**config.mk**
```make
export PLATFORM = sky130hd
export DESIGN_NAME = indexed_array_list_engine_top
export DESIGN_NICKNAME = d
export VERILOG_FILES = /design/src/hw/rtl/ial_pkg.sv /design/src/hw/rtl/ial_ctrl.sv /design/src/hw/rtl/ial_dpath.sv /design/src/hw/rtl/indexed_array_list_engine_top.sv
export SDC_FILE = /design/constraint.sdc
export NUM_CORES = 2
export LEC_CHECK = 0
export BUFFER_PORTS_ARGS = -buffer_cell sky130_fd_sc_hd__buf_2
export CELL_PAD_IN_SITES_DETAIL_PLACEMENT = 1
export CELL_PAD_IN_SITES_GLOBAL_PLACEMENT = 1
export CORE_AREA = 2 2 499 501
export CTS_CLUSTER_DIAMETER = 50
export DETAILED_ROUTE_END_ITERATION = 7
export DIE_AREA = 0 0 501 503
export PLACE_DENSITY = 0.62
export SYNTH_ARGS = -nofsm -noshare
export SYNTH_HDL_FRONTEND = slang
export SYNTH_HIERARCHICAL = 1
export SYNTH_SLANG_ARGS = --single-unit
```
**constraint.sdc**
```tcl
create_clock -name clk_i -period 8 [get_ports clk_i]
set_input_delay 0.4 -clock clk_i [delete_from_list [all_inputs] [get_ports clk_i]]
set_output_delay 0.4 -clock clk_i [all_outputs]
set_load 0.1 [all_outputs]
```
**src/hw/rtl/ial_pkg.sv**
```systemverilog
package ial_pkg;

  localparam int unsigned FUNC_W   = 3;
  localparam int unsigned POS_W    = 7;
  localparam int unsigned VALUE_W  = 32;
  localparam int unsigned HPOS_W   = 6;
  localparam int unsigned STATUS_W = 2;
  localparam int unsigned LIMIT_W  = 7;

  localparam logic [LIMIT_W-1:0] LIMIT_RESET = 7'd64;

  typedef enum logic [FUNC_W-1:0] {
    FN_INSERT     = 3'd0,
    FN_READ       = 3'd1,
    FN_WRITE      = 3'd2,
    FN_FIND       = 3'd3,
    FN_REMOVE_AT  = 3'd4,
    FN_REMOVE_VAL = 3'd5
  } func_e;

  typedef enum logic [STATUS_W-1:0] {
    ST_OK      = 2'd0,
    ST_RANGE   = 2'd1,
    ST_FULL    = 2'd2,
    ST_MISSING = 2'd3
  } status_e;

  typedef enum logic [3:0] {
    S_IDLE,
    S_DISPATCH,
    S_INS_RD,
    S_INS_LAST,
    S_INS_PUT,
    S_RW_RD,
    S_RW_CAP,
    S_RM_RD,
    S_RM_LAST,
    S_FD_RD,
    S_FD_LAST,
    S_DONE
  } state_e;

  typedef enum logic [2:0] {
    PTR_HOLD,
    PTR_CNT_M1,
    PTR_POS,
    PTR_ZERO,
    PTR_INC,
    PTR_DEC,
    PTR_RD
  } ptr_op_e;

  typedef enum logic [1:0] {
    WR_NONE,
    WR_VAL,
    WR_UP,
    WR_DOWN
  } wr_op_e;

  typedef struct packed {
    logic    load;
    ptr_op_e ptr_op;
    logic    rd_en;
    wr_op_e  wr_op;
    logic    res_cap;
    logic    hit_cap;
    logic    cnt_inc;
    logic    cnt_dec;
    logic    st_set;
    status_e st_code;
  } cmd_t;

  typedef struct packed {
    func_e func;
    logic  pos_gt_cnt;
    logic  pos_ge_cnt;
    logic  full;
    logic  cnt_zero;
    logic  ptr_at_pos;
    logic  ptr_at_last;
    logic  rd_at_pos;
    logic  eq;
  } sts_t;

endpackage

```
**src/hw/rtl/ial_ctrl.sv**
```systemverilog
module ial_ctrl (
  input  logic          clk_i,
  input  logic          rst_ni,
  input  logic          start,
  input  ial_pkg::sts_t sts_i,
  output logic          busy,
  output logic          strobe_o,
  output ial_pkg::cmd_t cmd_o
);

  ial_pkg::state_e state_q, state_d;
  logic            armed_q, armed_d;

  always_ff @(posedge clk_i or negedge rst_ni) begin
    if (!rst_ni) begin
      state_q <= ial_pkg::S_IDLE;
      armed_q <= 1'b0;
    end else begin
      state_q <= state_d;
      armed_q <= armed_d;
    end
  end

  always_comb begin
    state_d       = state_q;
    armed_d       = 1'b0;
    cmd_o         = '0;
    cmd_o.ptr_op  = ial_pkg::PTR_HOLD;
    cmd_o.wr_op   = ial_pkg::WR_NONE;
    cmd_o.st_code = ial_pkg::ST_OK;
    strobe_o      = 1'b0;
    busy          = 1'b1;

    unique case (state_q)
      ial_pkg::S_IDLE: begin
        busy = 1'b0;
        if (start) begin
          cmd_o.load = 1'b1;
          state_d    = ial_pkg::S_DISPATCH;
        end
      end

      ial_pkg::S_DISPATCH: begin
        unique case (sts_i.func)
          ial_pkg::FN_INSERT: begin
            if (sts_i.pos_gt_cnt) begin
              cmd_o.st_set  = 1'b1;
              cmd_o.st_code = ial_pkg::ST_RANGE;
              state_d       = ial_pkg::S_DONE;
            end else if (sts_i.full) begin
              cmd_o.st_set  = 1'b1;
              cmd_o.st_code = ial_pkg::ST_FULL;
              state_d       = ial_pkg::S_DONE;
            end else if (sts_i.pos_ge_cnt) begin
              // append at the end: nothing to move
              state_d = ial_pkg::S_INS_PUT;
            end else begin
              cmd_o.ptr_op = ial_pkg::PTR_CNT_M1;
              state_d      = ial_pkg::S_INS_RD;
            end
          end
          ial_pkg::FN_READ, ial_pkg::FN_WRITE, ial_pkg::FN_REMOVE_AT: begin
            if (sts_i.pos_ge_cnt) begin
              cmd_o.st_set  = 1'b1;
              cmd_o.st_code = ial_pkg::ST_RANGE;
              state_d       = ial_pkg::S_DONE;
            end else begin
              cmd_o.ptr_op = ial_pkg::PTR_POS;
              state_d      = (sts_i.func == ial_pkg::FN_REMOVE_AT) ?
                             ial_pkg::S_RM_RD : ial_pkg::S_RW_RD;
            end
          end
          ial_pkg::FN_FIND, ial_pkg::FN_REMOVE_VAL: begin
            if (sts_i.cnt_zero) begin
              cmd_o.st_set  = 1'b1;
              cmd_o.st_code = ial_pkg::ST_MISSING;
              state_d       = ial_pkg::S_DONE;
            end else begin
              cmd_o.ptr_op = ial_pkg::PTR_ZERO;
              state_d      = ial_pkg::S_FD_RD;
            end
          end
          default: begin
            state_d = ial_pkg::S_DONE;
          end
        endcase
      end

      // walk down from the last entry, moving each word up by one
      ial_pkg::S_INS_RD: begin
        cmd_o.rd_en = 1'b1;
        armed_d     = 1'b1;
        if (armed_q) begin
          cmd_o.wr_op = ial_pkg::WR_UP;
        end
        if (sts_i.ptr_at_pos) begin
          state_d = ial_pkg::S_INS_LAST;
        end else begin
          cmd_o.ptr_op = ial_pkg::PTR_DEC;
        end
      end

      ial_pkg::S_INS_LAST: begin
        cmd_o.wr_op = ial_pkg::WR_UP;
        state_d     = ial_pkg::S_INS_PUT;
      end

      ial_pkg::S_INS_PUT: begin
        cmd_o.wr_op   = ial_pkg::WR_VAL;
        cmd_o.cnt_inc = 1'b1;
        state_d       = ial_pkg::S_DONE;
      end

      ial_pkg::S_RW_RD: begin
        cmd_o.rd_en = 1'b1;
        state_d     = ial_pkg::S_RW_CAP;
      end

      ial_pkg::S_RW_CAP: begin
        cmd_o.res_cap = 1'b1;
        if (sts_i.func == ial_pkg::FN_WRITE) begin
          cmd_o.wr_op = ial_pkg::WR_VAL;
        end
        state_d = ial_pkg::S_DONE;
      end

      // walk up from the removed entry, moving each later word down by one
      ial_pkg::S_RM_RD: begin
        cmd_o.rd_en = 1'b1;
        armed_d     = 1'b1;
        if (armed_q) begin
          if (sts_i.rd_at_pos) begin
            cmd_o.res_cap = 1'b1;
          end else begin
            cmd_o.wr_op = ial_pkg::WR_DOWN;
          end
        end
        if (sts_i.ptr_at_last) begin
          state_d = ial_pkg::S_RM_LAST;
        end else begin
          cmd_o.ptr_op = ial_pkg::PTR_INC;
        end
      end

      ial_pkg::S_RM_LAST: begin
        if (sts_i.rd_at_pos) begin
          cmd_o.res_cap = 1'b1;
        end else begin
          cmd_o.wr_op = ial_pkg::WR_DOWN;
        end
        cmd_o.cnt_dec = 1'b1;
        state_d       = ial_pkg::S_DONE;
      end

      ial_pkg::S_FD_RD: begin
        cmd_o.rd_en = 1'b1;
        armed_d     = 1'b1;
        if (armed_q && sts_i.eq) begin
          cmd_o.hit_cap = 1'b1;
          armed_d       = 1'b0;
          if (sts_i.func == ial_pkg::FN_FIND) begin
            state_d = ial_pkg::S_DONE;
          end else begin
            cmd_o.ptr_op = ial_pkg::PTR_RD;
            state_d      = ial_pkg::S_RM_RD;
          end
        end else if (sts_i.ptr_at_last) begin
          state_d = ial_pkg::S_FD_LAST;
        end else begin
          cmd_o.ptr_op = ial_pkg::PTR_INC;
        end
      end

      ial_pkg::S_FD_LAST: begin
        if (sts_i.eq) begin
          cmd_o.hit_cap = 1'b1;
          if (sts_i.func == ial_pkg::FN_FIND) begin
            state_d = ial_pkg::S_DONE;
          end else begin
            cmd_o.ptr_op = ial_pkg::PTR_RD;
            state_d      = ial_pkg::S_RM_RD;
          end
        end else begin
          cmd_o.st_set  = 1'b1;
          cmd_o.st_code = ial_pkg::ST_MISSING;
          state_d       = ial_pkg::S_DONE;
        end
      end

      ial_pkg::S_DONE: begin
        strobe_o = 1'b1;
        busy     = 1'b0;
        if (start) begin
          cmd_o.load = 1'b1;
          state_d    = ial_pkg::S_DISPATCH;
        end else begin
          state_d = ial_pkg::S_IDLE;
        end
      end

      default: begin
        state_d = ial_pkg::S_IDLE;
      end
    endcase
  end

endmodule

```
**src/hw/rtl/ial_dpath.sv**
```systemverilog
module ial_dpath #(
  parameter int unsigned CAPACITY      = 64,
  parameter int unsigned ELEMENT_WIDTH = 32
) (
  input  logic                               clk_i,
  input  logic                               rst_ni,
  input  ial_pkg::cmd_t                      cmd_i,
  output ial_pkg::sts_t                      sts_o,
  input  logic                               cfg_valid_i,
  input  logic [ial_pkg::LIMIT_W-1:0]        capacity_limit_i,
  input  logic [ial_pkg::FUNC_W-1:0]         func_i,
  input  logic [ial_pkg::POS_W-1:0]          position_i,
  input  logic signed [ial_pkg::VALUE_W-1:0] item_value_i,
  output logic signed [ial_pkg::VALUE_W-1:0] result_value_o,
  output logic                               hit_o,
  output logic [ial_pkg::HPOS_W-1:0]         hit_position_o,
  output logic [ial_pkg::STATUS_W-1:0]       status_o,
  output logic [ial_pkg::POS_W-1:0]          count_now_o
);

  localparam int unsigned AW    = $clog2(CAPACITY);
  localparam int unsigned CW    = $clog2(CAPACITY + 1);
  localparam int unsigned CMP_W = (CW > ial_pkg::POS_W) ? CW : ial_pkg::POS_W;
  localparam int unsigned EW    = ELEMENT_WIDTH;

  logic [EW-1:0]                      mem_q [CAPACITY];
  logic [EW-1:0]                      rd_q;
  logic [AW-1:0]                      rd_addr_q;
  logic [AW-1:0]                      ptr_q, ptr_d;
  logic [CW-1:0]                      cnt_q;
  logic [ial_pkg::LIMIT_W-1:0]        limit_q;
  logic [ial_pkg::FUNC_W-1:0]         func_q;
  logic [CMP_W-1:0]                   pos_q;
  logic [EW-1:0]                      val_q;
  logic signed [ial_pkg::VALUE_W-1:0] res_q;
  logic                               hit_q;
  ial_pkg::status_e                   status_q;

  logic signed [63:0] in_wide;
  logic signed [EW-1:0] rd_signed;
  logic signed [63:0] rd_wide;
  logic [CMP_W-1:0]   cnt_ext;
  logic [CMP_W-1:0]   lim_eff;
  logic               wr_en;
  logic [AW-1:0]      wr_addr;
  logic [EW-1:0]      wr_data;

  assign in_wide   = 64'(item_value_i);
  assign rd_signed = rd_q;
  assign rd_wide   = 64'(rd_signed);
  assign cnt_ext   = CMP_W'(cnt_q);
  assign lim_eff   = (CMP_W'(limit_q) > CMP_W'(CAPACITY)) ? CMP_W'(CAPACITY)
                                                          : CMP_W'(limit_q);

  always_ff @(posedge clk_i or negedge rst_ni) begin
    if (!rst_ni) begin
      limit_q <= ial_pkg::LIMIT_RESET;
    end else if (cfg_valid_i) begin
      limit_q <= capacity_limit_i;
    end
  end

  always_ff @(posedge clk_i or negedge rst_ni) begin
    if (!rst_ni) begin
      cnt_q <= '0;
    end else if (cmd_i.cnt_inc) begin
      cnt_q <= cnt_q + CW'(1);
    end else if (cmd_i.cnt_dec) begin
      cnt_q <= cnt_q - CW'(1);
    end
  end

  always_comb begin
    ptr_d = ptr_q;
    case (cmd_i.ptr_op)
      ial_pkg::PTR_CNT_M1: ptr_d = AW'(cnt_q - CW'(1));
      ial_pkg::PTR_POS:    ptr_d = pos_q[AW-1:0];
      ial_pkg::PTR_ZERO:   ptr_d = '0;
      ial_pkg::PTR_INC:    ptr_d = ptr_q + AW'(1);
      ial_pkg::PTR_DEC:    ptr_d = ptr_q - AW'(1);
      ial_pkg::PTR_RD:     ptr_d = rd_addr_q;
      default:             ptr_d = ptr_q;
    endcase
  end

  always_comb begin
    wr_en   = 1'b1;
    wr_addr = pos_q[AW-1:0];
    wr_data = val_q;
    case (cmd_i.wr_op)
      ial_pkg::WR_VAL: begin
        wr_addr = pos_q[AW-1:0];
        wr_data = val_q;
      end
      ial_pkg::WR_UP: begin
        wr_addr = rd_addr_q + AW'(1);
        wr_data = rd_q;
      end
      ial_pkg::WR_DOWN: begin
        wr_addr = rd_addr_q - AW'(1);
        wr_data = rd_q;
      end
      default: begin
        wr_en = 1'b0;
      end
    endcase
  end

  // simple dual-port style store: one write and one registered read per cycle
  always_ff @(posedge clk_i) begin
    if (wr_en) begin
      mem_q[wr_addr] <= wr_data;
    end
    if (cmd_i.rd_en) begin
      rd_q      <= mem_q[ptr_q];
      rd_addr_q <= ptr_q;
    end
  end

  always_ff @(posedge clk_i) begin
    ptr_q <= ptr_d;
    if (cmd_i.load) begin
      func_q   <= func_i;
      pos_q    <= CMP_W'(position_i);
      val_q    <= in_wide[EW-1:0];
      res_q    <= '0;
      hit_q    <= 1'b0;
      status_q <= ial_pkg::ST_OK;
    end else begin
      if (cmd_i.res_cap) begin
        res_q <= rd_wide[ial_pkg::VALUE_W-1:0];
      end
      if (cmd_i.hit_cap) begin
        hit_q <= 1'b1;
        pos_q <= CMP_W'(rd_addr_q);
      end
      if (cmd_i.st_set) begin
        status_q <= cmd_i.st_code;
      end
    end
  end

  always_comb begin
    sts_o.func        = ial_pkg::func_e'(func_q);
    sts_o.pos_gt_cnt  = pos_q > cnt_ext;
    sts_o.pos_ge_cnt  = pos_q >= cnt_ext;
    sts_o.full        = cnt_ext >= lim_eff;
    sts_o.cnt_zero    = (cnt_q == '0);
    sts_o.ptr_at_pos  = (CMP_W'(ptr_q) == pos_q);
    sts_o.ptr_at_last = (CW'(ptr_q) == (cnt_q - CW'(1)));
    sts_o.rd_at_pos   = (CMP_W'(rd_addr_q) == pos_q);
    sts_o.eq          = (rd_q == val_q);
  end

  assign result_value_o = res_q;
  assign hit_o          = hit_q;
  assign hit_position_o = hit_q ? pos_q[ial_pkg::HPOS_W-1:0] : '0;
  assign status_o       = status_q;
  assign count_now_o    = ial_pkg::POS_W'(cnt_q);

endmodule

```
**src/hw/rtl/indexed_array_list_engine_top.sv**
```systemverilog
// Ordered array list of CAPACITY entries held in one memory with one write and
// one registered read per cycle. A request is taken when start is high and busy
// is low; its single result word appears for exactly one cycle with strobe_o and
// must be taken then, as the block never waits for the receiver. A rejected or
// unused request, read, write, insert at the end and a search of an empty list
// walk no entries; insert elsewhere walks down from the last entry to the
// position, remove_at walks up from the position to the last entry, find walks
// up from position 0 to the first match or the last entry, and remove_value
// does the same and on a hit then walks up from the match to the last entry.
// The walk of the memory port moves one entry per cycle. A new request can
// be accepted in the strobe cycle. The capacity limit may be written at any time
// the block is idle; entries of the store are only ever read once written.
module indexed_array_list_engine_top #(
  parameter int unsigned CAPACITY      = 64,
  parameter int unsigned ELEMENT_WIDTH = 32
) (
  input  logic                               clk_i,
  input  logic                               rst_ni,
  input  logic                               start,
  output logic                               busy,
  input  logic [ial_pkg::FUNC_W-1:0]         func_i,
  input  logic [ial_pkg::POS_W-1:0]          position_i,
  input  logic signed [ial_pkg::VALUE_W-1:0] item_value_i,
  output logic                               strobe_o,
  output logic signed [ial_pkg::VALUE_W-1:0] result_value_o,
  output logic                               hit_o,
  output logic [ial_pkg::HPOS_W-1:0]         hit_position_o,
  output logic [ial_pkg::STATUS_W-1:0]       status_o,
  output logic [ial_pkg::POS_W-1:0]          count_now_o,
  input  logic                               cfg_valid_i,
  output logic                               cfg_ready_o,
  input  logic [ial_pkg::LIMIT_W-1:0]        capacity_limit_i
);

  ial_pkg::cmd_t cmd;
  ial_pkg::sts_t sts;

  assign cfg_ready_o = 1'b1;

  ial_ctrl u_ctrl (
    .clk_i    (clk_i),
    .rst_ni   (rst_ni),
    .start    (start),
    .sts_i    (sts),
    .busy     (busy),
    .strobe_o (strobe_o),
    .cmd_o    (cmd)
  );

  ial_dpath #(
    .CAPACITY      (CAPACITY),
    .ELEMENT_WIDTH (ELEMENT_WIDTH)
  ) u_dpath (
    .clk_i            (clk_i),
    .rst_ni           (rst_ni),
    .cmd_i            (cmd),
    .sts_o            (sts),
    .cfg_valid_i      (cfg_valid_i),
    .capacity_limit_i (capacity_limit_i),
    .func_i           (func_i),
    .position_i       (position_i),
    .item_value_i     (item_value_i),
    .result_value_o   (result_value_o),
    .hit_o            (hit_o),
    .hit_position_o   (hit_position_o),
    .status_o         (status_o),
    .count_now_o      (count_now_o)
  );

endmodule

```
==> impl_results.rst <==
.. list-table::
   :header-rows: 1

   * - Metric
     - Value
   * - Result of the run
     - completed
   * - Clock Latency Late Sink
     - 0.87 ns
   * - Residual overflow from global routing
     - 0
   * - Largest vdd supply drop
     - 296 µV
   * - Share of total power in combinational logic
     - 0.363
   * - Pwr/cell area
     - 418 nW/µm²
   * - Most frequent cell on the critical path
     - buf_4
   * - Number of synthesized register bits
     - 2188
   * - H-tree Lvls
     - 4
   * - Maximum number of pins on one net before global-route repair
     - 86
   * - Leakage component of the power
     - 0.0309 µW
   * - Post-Route WL
     - 248 mm
   * - Crit path required time
     - 8.58 ns
   * - Total track usage
     - 0.195
   * - Via total after detailed routing
     - 43200
   * - # clock sinks
     - 2188
   * - Hold violation total from the final report
     - 0
   * - Async set-reset flop share out of synthesis
     - 0.00868
   * - Number of nets in the layout
     - 4398
   * - Number of buffers on the longest clock path
     - 3
   * - Critical-path top delay cell
     - nor2_4
   * - Critical path launch point type
     - register
   * - TritonCTS clock tree
     - done
   * - X dimension of the die
     - 501 µm
   * - Die ar.
     - 252000 µm²
   * - Number of cell rows
     - 183
   * - Number of violations reported at the end of detailed-routing iteration 0
     - 5649
   * - Ports placed on the boundary
     - 104
   * - Critical Path AT
     - 6.98 ns
   * - Part of the total power dissipated in the clock network
     - 0.246
   * - Number of warnings issued by yosys
     - 6
   * - Cell area after synthesis
     - 86000 µm²
   * - Share of the synthesized area in the top cell type
     - 0.745
   * - Worst hold path class
     - input pin to register
   * - Top post-synthesis cells by area
     - edfxtp_1, mux4_2, mux2i_1, dfxtp_1, nor2_1
   * - Crit path cell chain
     - xor2_1 > or4_1 > nor4_1 > buf_4 > o21ai_0 > a2bb2oi_1 > o22ai_4 > nand2_1 > xnor2_1 > ha_1 > nor3b_1 > nor3_1 > o31ai_1 > nand3_1 > nor2_4 > buf_4
   * - Net Count, Synth
     - 4144
   * - Cell chosen for the clock root
     - clkbuf_16
   * - Via count of the first global-routing pass
     - 43900
   * - Signed area change from the synthesized netlist to the final layout
     - 14.3%
   * - Total clock buffers created by CTS
     - 224
   * - Share of the clock period used by the worst path after layout
     - 0.800
   * - Setup repair after global routing missed its margin
     - false
   * - Final Max Slew Viols
     - 0
   * - Commonest register cell after synthesis
     - edfxtp_1
   * - Final min period
     - 6.40 ns
   * - Placed cell count
     - 7276
   * - Final weighted congestion in routability-driven placement
     - 0.887
   * - Register share of total power
     - 0.391
   * - Critical path type
     - register to register
   * - Post-synth top cells
     - edfxtp_1, mux4_2, mux2i_1
   * - Clock-pin slew of the registers on the worst-case setup and hold paths
     - 0.06 ns
   * - Internal Dissipation
     - 25600 µW
   * - Final sum of negative setup slack
     - 0 ns
   * - Power dissipated by switching net loads
     - 15500 µW
   * - Count of cell types in the netlist
     - 75
   * - Syn Inst Count
     - 4072
   * - Die Height
     - 503 µm
   * - Sequential area share after synthesis
     - 0.759
   * - Initial core utilization
     - 0.348
   * - Mean routed wirelength per cell
     - 32.0 µm
   * - Number of endpoints failing setup at the final stage
     - 0
   * - Max Fanout on Critical Path
     - 31
   * - Vias per std cell
     - 5.57
   * - CP endpoint kind
     - register
   * - Largest area contributor in the netlist
     - edfxtp_1
   * - Peak per-stage delay on the critical path
     - 1.09 ns
   * - Antenna-violating nets left
     - 0
   * - Worst Tran Pin Value
     - 1.35 ns
   * - Max-capacitance violation count
     - 0
   * - Multi-input gate area
     - 20000 µm²
   * - Input/output buffers
     - 102
   * - Post-synth EDFFs
     - 2134
   * - Core Box Area
     - 247000 µm²
   * - Antenna violations before repair
     - 14
   * - Detailed-placement wirelength estimate
     - 149 mm
   * - Avg Cell Area, Syn
     - 21.1 µm²
   * - Fmax achieved
     - 156 MHz
   * - Cell with the most instances after synthesis
     - edfxtp_1
   * - Proportion of layout cells with a drive suffix above 1
     - 0.257
   * - Worst setup skew after layout
     - 0.0306 ns
   * - Final Instance Count excl. Fillers
     - 7759
   * - First-pass GRT wire length
     - 349 mm
   * - Filler cell count in the final layout
     - 23400
   * - Register Area
     - 65300 µm²
   * - Detailed Routing Iterations Pass 1
     - 6
   * - Fraction of power spent switching nets
     - 0.378
   * - Number of remaining DRC errors
     - 0
   * - Slew headroom
     - 0.0950
[sequential cells by signal, summed over array words and instances, names as in the netlist]
name,count
u_dpath/mem_q,2048
u_dpath/rd_q,32
u_dpath/result_value_o,32
u_dpath/val_q,32
u_dpath/count_now_o,7
u_dpath/limit_q,7
u_dpath/pos_q,7
u_dpath/ptr_q,6
u_dpath/rd_addr_q,6
u_ctrl/state_q,4
u_dpath/func_q,3
u_dpath/status_o,2
u_ctrl/armed_q,1
u_dpath/hit_o,1
[final cells by class]
type                    count  share of cell area
clock inverters           135              0.0120
clock buffers             283              0.0596
flip-flops and latches   2188               0.664
inverters                  29             0.00118
repair buffers            256              0.0193
diodes                      4            0.000102
multi-input cells        1627               0.203
well taps                3237              0.0412
[final timing paths]
kind | startpoint | to | slack (ns) | depth (start not counted)
min in group asynchronous | rst_ni | u_dpath/limit_q[6] | 0.56 | 3
worst max-delay path | u_dpath/pos_q[3] | u_dpath/mem_q[60][5] | 1.60 | 16
worst max register to register | u_dpath/pos_q[3] | u_dpath/mem_q[60][5] | 1.60 | 16
worst min register to register | u_dpath/status_o[1] | u_dpath/status_o[1] | 0.51 | 2
max in group asynchronous | rst_ni | u_ctrl/armed_q | 6.07 | 4
worst min-delay path | item_value_i[22] | u_dpath/val_q[22] | 0.25 | 2
[power groups by stage]
stage | Combinational [µW] | Clock (µW) | Sequential (µW)
4_1_cts | 15000 | 10300 | 16000
5_1_grt | 15500 | 10700 | 16100
3_3_place_gp | 14700 | 0 | 16200
3_5_place_dp | 14900 | 0 | 16300
6_report | 14900 | 10100 | 16000
2_1_floorplan | 8200 | 0 | 16300
[cell usage in the layout, fill, tap and decap left out, types with 27 or more instances in the layout]
cell / count
nor2_1: 89
buf_4: 87
buf_2: 102
nand3_1: 31
mux4_2: 515
o22ai_1: 35
dlygate4sd3_1: 61
clkbuf_16: 225
a22oi_1: 43
nand2_1: 110
clkinv_1: 50
mux2_4: 27
xor2_1: 51
edfxtp_1: 2134
clkinv_2: 36
clkbuf_1: 57
o21ai_0: 49
nor2_4: 66
inv_1: 27
dfxtp_1: 35
mux2i_1: 190
a21oi_1: 66
[per-layer routing]
layer  global-route usage  vias up  routed length [µm]
met4               0.0630        2                7650
li1                     -    17500                   -
met1                0.279    23500              106000
met5                    0        -                   7
met2                0.304     1791              116000
met3               0.0316      359               18300
[critical path, delay by kind of cell (launching register included)]
kind / cells / cell delay, ns
buffers and inverters: 2 / 0.49
AO/OA/AOI/OAI: 4 / 1.34
adder cells (fa/ha/maj): 1 / 0.23
flip-flops: 1 / 0.52
XOR/XNOR: 2 / 0.29
AND/OR/NAND/NOR: 7 / 3.20
[kinds of logic after synthesis]
kind of cell	after synthesis	share of synthesized area
adder cells (fa/ha/maj)	19	0.00276
multiplexers	757	0.164
AND/OR/NAND/NOR	422	0.0226
AO/OA/AOI/OAI	355	0.0279
other	1	0.0000436
XOR/XNOR	73	0.00743
buffers and inverters	257	0.0167
flip-flops	2188	0.759
[timing repair]
action,in CTS,in global routing
hold endpoints to repair,74,0
hold buffers,61,0
buffers inserted,0,0
resized for setup,0,0
[through the flow]
| step | setup slack (ns) | utilization | hold slack (ns) | area (µm²) | total power [µW] |
|---|---|---|---|---|---|
| final | 1.60 | 0.398 | 0.252 | 98300 | 41100 |
| after detailed placement | 1.67 | 0.367 | 0.388 | 90700 | 31200 |
| after global routing | 1.39 | 0.398 | 0.231 | 98300 | 42300 |
| after CTS | 1.63 | 0.398 | 0.189 | 98300 | 41300 |
| after global placement | 1.67 | 0.367 | 0.390 | 90700 | 30900 |
| after floorplan | 1.86 | - | 0.104 | 86000 | 24500 |
Note: power is estimated with default switching activity, not from simulation.
